File: config.mk
export PLATFORM = sky130hd
export DESIGN_NAME = qmcg_ctrl
export DESIGN_NICKNAME = d
export VERILOG_FILES = /design/src/hw/rtl/qmcg_pkg.sv /design/src/hw/rtl/qmcg_ctrl.sv
export VERILOG_INCLUDE_DIRS = /design/src /design/src/hw/rtl
export SDC_FILE = /design/constraint.sdc
export NUM_CORES = 1
export LEC_CHECK = 0
export BUFFER_PORTS_ARGS = -buffer_cell sky130_fd_sc_hd__buf_4
export CELL_PAD_IN_SITES_DETAIL_PLACEMENT = 1
export CELL_PAD_IN_SITES_GLOBAL_PLACEMENT = 1
export CORE_MARGIN = 1.5
export CORE_UTILIZATION = 35
export CTS_BUF_LIST = sky130_fd_sc_hd__clkbuf_16
export CTS_CLUSTER_SIZE = 30
export DETAILED_ROUTE_END_ITERATION = 12
export PLACE_DENSITY_LB_ADDON = 0.1
export RECOVER_POWER = 25
export SYNTH_ARGS = -nofsm -noshare
export SYNTH_HDL_FRONTEND = slang
export SYNTH_SLANG_ARGS = --single-unit
File: constraint.sdc
create_clock -name clock -period 2.2 [get_ports clock]
set_input_delay 0.44 -clock clock [delete_from_list [all_inputs] [get_ports clock]]
set_output_delay 0.44 -clock clock [all_outputs]
set_load 0.005 [all_outputs]
File: src/hw/rtl/quadratic_midpoint_curve_gen_core_defines.svh
// assertion macros shared by the curve generator rtl
// no dependencies; the bodies are empty when SYNTHESIS is defined
`ifndef QUADRATIC_MIDPOINT_CURVE_GEN_CORE_DEFINES_SVH
`define QUADRATIC_MIDPOINT_CURVE_GEN_CORE_DEFINES_SVH

`ifndef SYNTHESIS
`define QMCG_ASSERT_IMPL(name, clk, rst, ante, cons) \
   name: assert property (@(posedge clk) disable iff (rst) (ante) |-> (cons)) \
      else $error("qmcg assertion failed");
`define QMCG_ASSERT_NEXT(name, clk, rst, ante, cons) \
   name: assert property (@(posedge clk) disable iff (rst) (ante) |=> (cons)) \
      else $error("qmcg assertion failed");
`else
`define QMCG_ASSERT_IMPL(name, clk, rst, ante, cons)
`define QMCG_ASSERT_NEXT(name, clk, rst, ante, cons)
`endif

`endif

File: src/hw/rtl/qmcg_pkg.sv
// shared types and constants of the quadratic midpoint curve generator
// no dependencies
`default_nettype none

package qmcg_pkg;

   localparam int COORD_WIDTH_DEF = 16;
   localparam int MAX_DENSITY_DEF = 64;
   localparam int DENSITY_WIDTH = 7;
   localparam logic [DENSITY_WIDTH-1:0] DENSITY_RESET = 7'd10;

   typedef enum logic [2:0] {
      ST_IDLE,
      ST_WEIGHT,
      ST_MULT,
      ST_SUM,
      ST_PREP,
      ST_DIV,
      ST_OUT
   } qmcg_state_type;

   typedef enum logic [1:0] {
      PTS_NONE,
      PTS_ONE,
      PTS_TWO
   } qmcg_points_type;

   typedef struct packed {
      logic start;
      logic a_from_input;
      logic line;
      logic c_from_input;
      logic start_from_input;
      logic start_from_mid;
      logic [DENSITY_WIDTH-1:0] density;
      logic [DENSITY_WIDTH-1:0] j;
      logic weight_en;
      logic mult_en;
      logic sum_en;
      logic prep_en;
      logic div_en;
      logic out_load;
      logic run_end;
      logic path_end;
   } qmcg_cmd_type;

   typedef struct packed {
      logic out_free;
   } qmcg_status_type;

endpackage

`default_nettype wire

File: src/hw/rtl/qmcg_ctrl.sv
// controller: path tracking, density register and per-sample sequencing
// depends on qmcg_pkg and the assertion macro header
`default_nettype none
`include "quadratic_midpoint_curve_gen_core_defines.svh"

module qmcg_ctrl #(
   parameter int COORD_WIDTH = qmcg_pkg::COORD_WIDTH_DEF,
   parameter int MAX_DENSITY = qmcg_pkg::MAX_DENSITY_DEF
) (
   input  logic clock,
   input  logic reset,
   input  logic req_valid,
   input  logic req_final,
   output logic req_ready,
   input  logic csr_valid,
   input  logic [qmcg_pkg::DENSITY_WIDTH-1:0] csr_data,
   output logic csr_ready,
   input  qmcg_pkg::qmcg_status_type status,
   output qmcg_pkg::qmcg_cmd_type cmd
);

   localparam int DNW = qmcg_pkg::DENSITY_WIDTH;
   localparam int CNT_W = $clog2(COORD_WIDTH);
   localparam logic [DNW-1:0] DMAX = DNW'(MAX_DENSITY);
   localparam logic [CNT_W-1:0] CNT_LAST = CNT_W'(COORD_WIDTH - 1);

   qmcg_pkg::qmcg_state_type state_ff, state_in;
   qmcg_pkg::qmcg_points_type points_ff, points_in;
   logic [DNW-1:0] density_ff;
   logic [DNW-1:0] j_ff, j_in;
   logic [DNW-1:0] last_j_ff, last_j_in;
   logic fin_ff, fin_in;
   logic [CNT_W-1:0] cnt_ff, cnt_in;
   logic [DNW-1:0] dens;
   logic last_sample;

   assign csr_ready = 1'b1;

   always_comb begin
      if (density_ff == '0) begin
         dens = DNW'(1);
      end else if (density_ff > DMAX) begin
         dens = DMAX;
      end else begin
         dens = density_ff;
      end
   end

   assign last_sample = (j_ff == last_j_ff);

   always_ff @(posedge clock) begin
      if (reset) begin
         state_ff <= qmcg_pkg::ST_IDLE;
         points_ff <= qmcg_pkg::PTS_NONE;
         density_ff <= qmcg_pkg::DENSITY_RESET;
         j_ff <= '0;
         last_j_ff <= '0;
         fin_ff <= 1'b0;
         cnt_ff <= '0;
      end else begin
         state_ff <= state_in;
         points_ff <= points_in;
         j_ff <= j_in;
         last_j_ff <= last_j_in;
         fin_ff <= fin_in;
         cnt_ff <= cnt_in;
         if (csr_valid) begin
            density_ff <= csr_data;
         end
      end
   end

   always_comb begin
      state_in = state_ff;
      points_in = points_ff;
      j_in = j_ff;
      last_j_in = last_j_ff;
      fin_in = fin_ff;
      cnt_in = cnt_ff;
      req_ready = 1'b0;
      cmd = '0;
      cmd.density = dens;
      cmd.j = j_ff;
      unique case (state_ff)
         qmcg_pkg::ST_IDLE: begin
            req_ready = 1'b1;
            if (req_valid) begin
               cmd.start = 1'b1;
               cmd.a_from_input = (points_ff == qmcg_pkg::PTS_NONE);
               cmd.line = (points_ff == qmcg_pkg::PTS_ONE);
               cmd.c_from_input = req_final;
               cmd.start_from_input = (points_ff == qmcg_pkg::PTS_NONE) && !req_final;
               cmd.start_from_mid = (points_ff == qmcg_pkg::PTS_TWO) && !req_final;
               fin_in = req_final;
               j_in = '0;
               last_j_in = (points_ff == qmcg_pkg::PTS_NONE) ? '0 : dens - DNW'(1);
               if (req_final) begin
                  points_in = qmcg_pkg::PTS_NONE;
               end else if (points_ff == qmcg_pkg::PTS_NONE) begin
                  points_in = qmcg_pkg::PTS_ONE;
               end else begin
                  points_in = qmcg_pkg::PTS_TWO;
               end
               if (req_final || (points_ff == qmcg_pkg::PTS_TWO)) begin
                  state_in = qmcg_pkg::ST_WEIGHT;
               end
            end
         end
         qmcg_pkg::ST_WEIGHT: begin
            cmd.weight_en = 1'b1;
            state_in = qmcg_pkg::ST_MULT;
         end
         qmcg_pkg::ST_MULT: begin
            cmd.mult_en = 1'b1;
            state_in = qmcg_pkg::ST_SUM;
         end
         qmcg_pkg::ST_SUM: begin
            cmd.sum_en = 1'b1;
            state_in = qmcg_pkg::ST_PREP;
         end
         qmcg_pkg::ST_PREP: begin
            cmd.prep_en = 1'b1;
            cnt_in = '0;
            state_in = qmcg_pkg::ST_DIV;
         end
         qmcg_pkg::ST_DIV: begin
            cmd.div_en = 1'b1;
            cnt_in = cnt_ff + CNT_W'(1);
            if (cnt_ff == CNT_LAST) begin
               state_in = qmcg_pkg::ST_OUT;
            end
         end
         qmcg_pkg::ST_OUT: begin
            if (status.out_free) begin
               cmd.out_load = 1'b1;
               cmd.run_end = last_sample;
               cmd.path_end = last_sample && fin_ff;
               if (last_sample) begin
                  state_in = qmcg_pkg::ST_IDLE;
               end else begin
                  j_in = j_ff + DNW'(1);
                  state_in = qmcg_pkg::ST_WEIGHT;
               end
            end
         end
         default: begin
            state_in = qmcg_pkg::ST_IDLE;
         end
      endcase
   end

   `QMCG_ASSERT_IMPL(a_j_within_run, clock, reset, state_ff != qmcg_pkg::ST_IDLE, j_ff <= last_j_ff)
   `QMCG_ASSERT_IMPL(a_final_clears_path, clock, reset, (state_ff != qmcg_pkg::ST_IDLE) && fin_ff, points_ff == qmcg_pkg::PTS_NONE)
   `QMCG_ASSERT_IMPL(a_weight_entry, clock, reset, state_ff == qmcg_pkg::ST_WEIGHT, ($past(state_ff) == qmcg_pkg::ST_IDLE) || ($past(state_ff) == qmcg_pkg::ST_OUT))

endmodule

`default_nettype wire

==> summary.txt, run 1 <==
Status = complete, no violations
FFs w/ async S/R, synth = 0%
Post-Synthesis Cells = 208
Post-synth EDFFs = 0
Worst-Skew Late Latency = 270 ps
Worst Path Max Fanout = 5
Main flop type after synthesis = dfxtp_1
TritonRoute pass-1 iters = 6
Layout Area Growth over Synthesis = 34.48%
Yosys top cell area share = 37.83%
Max-slew violations = 0
Worst path required time = 1760 ps
Final setup fails = 0
Worst Tran Pin Value = 655.0 ps
CTS root buffer = clkbuf_16
Final Cycle Share = 95.32%
Total grt overflow = 0
Layout Nets = 274
WS Path Type = flop to output pin
Largest area contributor in the netlist = dfxtp_1
Initial Utilization = 36.91%
Initial antenna violation count = 0
Iter 0 DRT Violations = 42
Die footprint = 5107 um^2
# DRC = 0
Post-synthesis cell type count = 40
Final wirelength = 4319 um
Final instance area = 2206 um^2
RSZ-0062 raised after global routing = no
Net Sw Frac = 26.42%
Clock Power Share = 42.1%
Die H = 71.46 um
Internal power = 1.139 mW
Setup TNS = 0 ps
FF/Latch Area = 621.8 um^2
Detailed Place HPWL = 3228 um
TritonCTS clock tree = built
Hold buffers post-CTS = 0
WL per Instance = 13.89 um
Sink Count = 31
Clock skew = 4.323 ps
Worst Hold Launch = csr_data[3]
Final Core Density = 49.63%
Post-synth top cells = dfxtp_1 (31), nor2_1 (24), a21oi_1 (22)
RR Startpoint = density_ff[2]$_SDFFE_PP0P_
Fill count = 546
Chip Width = 71.46 um
Std-Cell Rows = 24
Worst setup SP type = flop
N_diodes = 0
Total GRT Usage = 17.76%
Average size of a mapped cell = 7.886 um^2
Clk slew on worst S/H paths = 50 ps
CP Capture Type = output pin
Top cells by area, synth = dfxtp_1 (38%), a21oi_1 (6.7%), nor2_1 (5.5%)
Vias/cell = 5.219
Max_slew headroom = 56.07%
Max-cap viol count = 0
CTS buffer count = 5
Placer Congestion = 0.8197
Largest net degree at the start of global routing = 26
Count leader, synth = dfxtp_1
Tmin final = 2097 ps
Share of layout cells above drive strength 1 = 26.64%
YS warnings = 0
Antenna-violating nets left = 0
Post-DP Area = 2062 um^2
Static Leak = 0.9396 nW
Via count = 1623
Setup bufs post-CTS = 0
H-tree levels = 2
Port Buf Inserts = 41
FF+latch count, synth = 31
Pwr dens = 701.5 nW/um^2
Final hold violation count = 0
Comb pwr share = 18.3%
Critical path origin = state_ff[0]$_SDFFE_PP0P_
Critical path data arrival time = 1660 ps
Worst-case clock buffer depth = 2
Psw = 408.9 uW
Area of the multi-input gates = 950.9 um^2
Min-delay worst type = primary input to flop
Seq pwr share = 39.6%
F_max = 0.4768 GHz
Register area share after synthesis = 37.83%
Mapped Area = 1640 um^2
Post-Syn Nets = 224
Max VDD drop = 377.0 uV
Io pins = 43
Core footprint = 4444 um^2
First-pass GRT wire length = 7231 um
Vias in the first global route = 1574
==> placed cells by master, fill, tap and decap left out, drive strengths merged <==
| cell | n |
|---|---|
| clkinv | 3 |
| nand3 | 9 |
| o31ai | 2 |
| a31oi | 1 |
| nand4 | 1 |
| o21bai | 2 |
| o21ai | 10 |
| xnor2 | 8 |
| nor4 | 1 |
| or2 | 1 |
| nand2b | 6 |
| buf | 52 |
| xor2 | 1 |
| a211o | 3 |
| a21oi | 22 |
| inv | 6 |
| a22oi | 2 |
| or3b | 2 |
| clkbuf | 9 |
| nand3b | 2 |
| nor4b | 1 |
| o211ai | 1 |
| o221a | 1 |
| nor3b | 3 |
| o41ai | 1 |
| conb | 1 |
| nor2 | 24 |
| nor3 | 9 |
| or4 | 2 |
| and3 | 1 |
| or3 | 5 |
| dfxtp | 31 |
| and2 | 2 |
| nand2 | 16 |
| mux2i | 5 |
| ha | 3 |
| or4b | 1 |
| nor2b | 9 |
==> critical path: stages, from the launching register on <==
cell,delay [ps]
dfxtp_1,330
or4b_4,570
buf_4,170
inv_1,60
and2_4,150
buf_4,100
==> metrics by stage <==
| stage | total power, mW | hold WS, ps | std cells | worst slack (ps) |
|---|---|---|---|---|
| 2_1_floorplan | 0.7783 | 444.4 | 208 | 239.9 |
| 3_3_place_gp | 0.8983 | 454.5 | 303 | 116.1 |
| 3_5_place_dp | 0.9017 | 462.7 | 303 | 100.5 |
| 4_1_cts | 1.564 | 372.5 | 311 | 42.57 |
| 5_1_grt | 1.614 | 386.6 | 311 | 9.515 |
| 6_report | 1.548 | 374.7 | 311 | 102.9 |
==> registers in the layout, summed over array words and instances, names as in the netlist <==
signal / flops
last_j_ff: 7
cnt_ff: 4
fin_ff: 1
state_ff: 3
j_ff: 7
points_ff: 2
density_ff: 7
==> power by group through the flow <==
stage / clock network, mW / logic [mW] / registers [mW]
3_5_place_dp: 0 / 0.279 / 0.623
3_3_place_gp: 0 / 0.275 / 0.623
6_report: 0.652 / 0.283 / 0.613
2_1_floorplan: 0 / 0.160 / 0.618
5_1_grt: 0.686 / 0.312 / 0.617
4_1_cts: 0.668 / 0.284 / 0.613
==> final timing paths <==
check / end / slack [ps] / cells after the start
worst max-delay path: cmd[24] / 100 / 5
worst min-delay path: density_ff[3]$_SDFFE_PP1P_ / 370 / 2
worst max register to register: last_j_ff[4]$_SDFFE_PP0P_ / 170 / 8
worst min register to register: last_j_ff[3]$_SDFFE_PP0P_ / 470 / 2
==> cells by family (layout without fill, tap and decap cells) <==
kind of cell	Yosys count	count (layout)	share of synthesized area (%)
and+or+nand+nor	95	95	30.36
AOI/OAI and AO/OA	45	45	16.17
DFF	31	31	37.83
buffers and inverters	19	70	5.263
xor gates and xnor gates	9	9	4.806
muxes	5	5	3.051
adders and majority gates	3	3	2.289
other	1	1	0.2286
==> layout make-up <==
type | instances | area share, %
clock buffers | 5 | 5.672
multi-input cells | 158 | 43.11
clock inverters | 3 | 0.6807
inverters | 6 | 1.021
flip-flops and latches | 31 | 28.19
repair buffers | 56 | 18.38
well taps | 52 | 2.950
==> routing by layer <==
layer	global-route usage (%)	vias to the layer above	share of wire, %
li1	-	823	-
met1	23.39	758	49
met2	28.45	34	46
met3	4.641	8	3.1
met4	5.870	0	1.7
met5	0	-	0
==> timing repair <==
action	CTS	global route
gates resized for setup	2	3
pin swaps	0	0
endpoints found under the hold margin	0	0
setup endpoints to repair	3	4
Note: power is estimated with default switching activity, not from simulation.
==> inputs of run 2 (changes only) <==
- MAX_ROUTING_LAYER: not set -> met4
==> summary.txt, run 2 (same netlist as run 1, synthesis figures left out) <==
Status = complete, no violations
Slowest cell delay on critical path = 570 ps
RR Startpoint = density_ff[2]$_SDFFE_PP0P_
Worst setup SP type = flop
Pwr dens = 701.1 nW/um^2
Port Buf Inserts = 41
Tot Pwr = 1.547 mW
CP dominant cell by count = buf_4
Via count = 1621
Worst reg-to-reg path cell count = 8
Critical path origin = state_ff[0]$_SDFFE_PP0P_
Critical path buffers and inverters = 3
Setup bufs post-CTS = 0
TritonCTS clock tree = built
Iter 0 DRT Violations = 45
Vias in the first global route = 1571
Critical path's slowest cell = or4b_4
Worst path required time = 1760 ps
Clock skew = 4.312 ps
Layout Nets = 274
Worst Tran Pin Value = 655.0 ps
Worst-case clock buffer depth = 2
F_max = 0.4769 GHz
Critical Path Stages = 5
Initial antenna violation count = 0
Critical Path Sink = cmd[24]
Sink Count = 31
Worst-Skew Late Latency = 270 ps
Most common cell after layout, fill and taps aside = buf_4
CP Capture Type = output pin
Total grt overflow = 0
Die H = 71.46 um
Placer Congestion = 0.8320
Largest net degree at the start of global routing = 26
CTS root buffer = clkbuf_16
Most frequent cells in the layout = buf_4 (52), dfxtp_1 (30), nor2_1 (24), a21oi_1 (22), nand2_1 (16)
Vias/cell = 5.212
Std-Cell Rows = 24
Setup slack, reg-to-reg = 170 ps
Chip Width = 71.46 um
Setup TNS = 0 ps
Biggest regs = density_ff x7, j_ff x7, last_j_ff x7
Total GRT Usage = 18.32%
Layout Area Growth over Synthesis = 34.48%
Pre-CTS worst setup slack = 100.5 ps
Final Cycle Share = 95.31%
# DRC = 0
Tmin final = 2097 ps
WS Path Type = flop to output pin
Max-cap viol count = 0
Worst setup margin = 103.2 ps
Final setup fails = 0
First-pass GRT wire length = 7231 um
Final hold violation count = 0
Crit-path cells = or4b_4 > buf_4 > inv_1 > and2_4 > buf_4
RSZ-0062 raised after global routing = no
Family with the most delay on the worst path = simple AND/OR/NAND/NOR gates
H-tree levels = 2
Final instance area = 2206 um^2
N_diodes = 0
CTS buffer count = 5
Post-DP Area = 2062 um^2
Min-delay worst type = primary input to flop
Share of layout cells above drive strength 1 = 26.64%
Reg-to-reg endpoint = last_j_ff[4]$_SDFFE_PP0P_
Critical path data arrival time = 1660 ps
TritonRoute pass-1 iters = 6
Final wirelength = 4315 um
Worst Path Max Fanout = 5
Max-slew violations = 0
Max VDD drop = 376.6 uV
Io pins = 43
Die footprint = 5107 um^2
Antenna-violating nets left = 0
Static Leak = 0.9396 nW
Core footprint = 4444 um^2
Detailed Place HPWL = 3228 um
Clk slew on worst S/H paths = 50 ps
WL per Instance = 13.87 um
Max_slew headroom = 56.07%
Initial Utilization = 36.91%
[run 2: cell counts in the layout (fill, tap and decap cells not counted)]
Identical to the previous run, type by type.
[run 2: how the worst min path moves through the flow]
stage / start / end / slack [ps] / cells after the start
2_1_floorplan: last_j_ff[2]$_SDFFE_PP0P_ / last_j_ff[2]$_SDFFE_PP0P_ / 440 / 2
3_3_place_gp: last_j_ff[2]$_SDFFE_PP0P_ / last_j_ff[2]$_SDFFE_PP0P_ / 450 / 2
3_5_place_dp: last_j_ff[2]$_SDFFE_PP0P_ / last_j_ff[2]$_SDFFE_PP0P_ / 460 / 2
4_1_cts: csr_data[3] / density_ff[3]$_SDFFE_PP1P_ / 370 / 2
5_1_grt: csr_data[3] / density_ff[3]$_SDFFE_PP1P_ / 390 / 2
6_report: csr_data[3] / density_ff[3]$_SDFFE_PP1P_ / 370 / 2
[run 2: cell type report]
cell class / instances / area [um^2]
inverter: 6 / 22.52
tap: 52 / 65.06
sequential: 31 / 621.8
multi-input combinational: 158 / 950.9
timing repair buffer: 56 / 405.4
clock buffer: 5 / 125.1
fill: 546 / 2238
clock inverter: 3 / 15.01
[run 2: metrics by stage]
stage | hold WS [ps] | instances | util (%)
finish | 374.7 | 311 | 49.63
floorplan | 444.4 | 208 | -
global route | 386.6 | 311 | 49.63
global placement | 454.5 | 303 | 46.40
CTS | 372.5 | 311 | 49.77
detailed placement | 462.7 | 303 | 46.40
[run 2: metal layers]
layer  wire length (um)  global-route usage [%]
met4                 74                   5.870
met5                  0                       -
met3                135                   4.641
met1               2121                   23.47
met2               1983                   28.45
[run 2: timing repair]
item                                    CTS  global route
hold buffers                              0             0
resized for setup                         2             3
endpoints found under the setup margin    3             4
[run 2: where the power goes]
group          leakage (nW)  switching, mW  internal (mW)  total, mW
Sequential            0.253         0.0277          0.585      0.613
Clock                0.0733          0.239          0.412      0.651
Combinational         0.613          0.141          0.142      0.283
Total                 0.940          0.408           1.14       1.55
==> inputs of run 3 (changes only) <==
- PLACE_DENSITY: not set -> 0.72
- PLACE_DENSITY_LB_ADDON: 0.1 -> not set
==> summary.txt, run 3 (same netlist as run 1, synthesis figures left out) <==
Max_slew headroom = 57.75%
Setup bufs post-CTS = 0
Tot Pwr = 1.522 mW
TritonCTS clock tree = built
Crit-path cells = or4b_4 > nor4b_1 > buf_4
Worst Hold Launch = csr_data[3]
Clk slew on worst S/H paths = 50 ps
Worst Path Max Fanout = 7
Total GRT Usage = 18.15%
Slowest cell delay on critical path = 610 ps
Worst-case clock buffer depth = 2
Final Cycle Share = 95.65%
Total grt overflow = 0
Die H = 71.46 um
Reg-to-reg endpoint = last_j_ff[4]$_SDFFE_PP0P_
Pwr dens = 703.7 nW/um^2
Critical path data arrival time = 1660 ps
Most common cell after layout, fill and taps aside = buf_4
WL per Instance = 13.67 um
TritonRoute pass-1 iters = 6
CTS root buffer = clkbuf_16
WS Path Type = flop to output pin
Max-slew violations = 0
Iter 0 DRT Violations = 34
RR Startpoint = density_ff[2]$_SDFFE_PP0P_
Io pins = 43
Psw = 400.0 uW
Post-DP Area = 2039 um^2
Hold buffers post-CTS = 0
Min-delay worst type = primary input to flop
Layout Nets = 271
Setup slack, reg-to-reg = 120 ps
Clock Power Share = 42.2%
Critical path's slowest cell = or4b_4
Worst path required time = 1760 ps
Vias/cell = 5.140
Largest net degree at the start of global routing = 27
N_diodes = 0
Detailed Place HPWL = 3160 um
Family with the most delay on the worst path = simple AND/OR/NAND/NOR gates
Comb pwr share = 17.5%
Net Sw Frac = 26.28%
Chip Width = 71.46 um
Static Leak = 0.9082 nW
Status = complete, no violations
Share of layout cells above drive strength 1 = 22.66%
F_max = 0.4752 GHz
Most frequent cells in the layout = buf_4 (46), dfxtp_1 (31), nor2_1 (24), a21oi_1 (22), nand2_1 (16)
Via count = 1583
CTS buffer count = 5
Worst setup SP type = flop
Worst reg-to-reg path cell count = 8
Seq pwr share = 40.3%
Max-cap viol count = 0
Die footprint = 5107 um^2
RSZ-0062 raised after global routing = no
Tmin final = 2104 ps
Worst Tran Pin Value = 630.0 ps
Critical path buffers and inverters = 1
Antenna-violating nets left = 0
CP Capture Type = output pin
Core footprint = 4444 um^2
# DRC = 0
Clock skew = 2.714 ps
Internal power = 1.122 mW
Setup TNS = 0 ps
Final hold violation count = 0
H-tree levels = 2
Placed insts = 300
Initial antenna violation count = 0
Layout Area Growth over Synthesis = 31.88%
Final instance area = 2163 um^2
Final wirelength = 4209 um
Worst hold path stage count = 2
Post-route insts no fill = 308
First-pass GRT wire length = 7189 um
Initial Utilization = 36.91%
Worst-Skew Late Latency = 270 ps
Std-Cell Rows = 24
Final setup fails = 0
Placer Congestion = 0.7500
WHS = 371.9 ps
Sink Count = 31
Biggest regs = density_ff x7, j_ff x7, last_j_ff x7
Max VDD drop = 507.7 uV
Hold Path End = density_ff[3]$_SDFFE_PP1P_
Vias in the first global route = 1539
Port Buf Inserts = 41
==> run 3: changes by cell type in the layout (fill, tap and decap cells not counted), sizes merged <==
cell	delta
clkinv	-1
buf	-6
clkbuf	+3
inv	+1
==> run 3: stage by stage <==
step / utilization (%) / setup slack, ps
after detailed placement: 45.89 / 166.2
after global placement: 45.89 / 158.0
after floorplan: - / 239.9
final: 48.68 / 95.73
after global routing: 48.68 / 2.055
after CTS: 49.04 / 71.52
==> run 3: power by group through the flow <==
stage          Combinational, mW  Clock, mW  Sequential, mW
2_1_floorplan              0.160          0           0.618
3_3_place_gp               0.261          0           0.624
3_5_place_dp               0.265          0           0.625
4_1_cts                    0.269      0.662           0.614
5_1_grt                    0.295      0.690           0.618
6_report                   0.266      0.643           0.614
==> run 3: routing by layer <==
| metal | global-route usage (%) | up-vias | routed length [um] |
|---|---|---|---|
| met3 | 3.376 | 6 | 132 |
| met5 | - | - | 0 |
| met4 | 6.918 | 0 | 63 |
| met1 | 22.98 | 732 | 2021 |
| met2 | 28.87 | 29 | 1991 |
| li1 | - | 816 | - |
==> run 3: layout make-up <==
type                       count  area (um^2)
clock inverter                 3        11.26
inverter                       6        22.52
tap                           52        65.06
timing repair buffer          53        371.6
clock buffer                   5        125.1
sequential                    31        620.6
multi-input combinational    158        947.2
fill                         564         2281
==> run 3: worst reg2reg max path, delay by kind of cell (launching register included) <==
family | cells | cell delay (ps)
simple gates | 4 | 800
fa+ha+maj | 1 | 290
compound gates | 3 | 580
flops | 1 | 360
==> run 3: worst max path at each step <==
stage	from	to	slack, ps	cells after the start
global route	density_ff[2]$_SDFFE_PP0P_	last_j_ff[4]$_SDFFE_PP0P_	2	8
CTS	state_ff[0]$_SDFFE_PP0P_	cmd[22]	70	3
floorplan	req_valid	cmd[22]	240	4
detailed placement	j_ff[6]$_SDFFE_PP0P_	j_ff[0]$_SDFFE_PP0P_	170	6
global placement	req_valid	cmd[22]	160	4
finish	state_ff[2]$_SDFFE_PP0P_	cmd[22]	100	3
==> run 3: timing repair <==
action | 4_1_cts | 5_1_grt
setup endpoints to repair | 1 | 2
hold endpoints to repair | 0 | 0
pin swaps | 0 | 0
gates resized for setup | 1 | 2
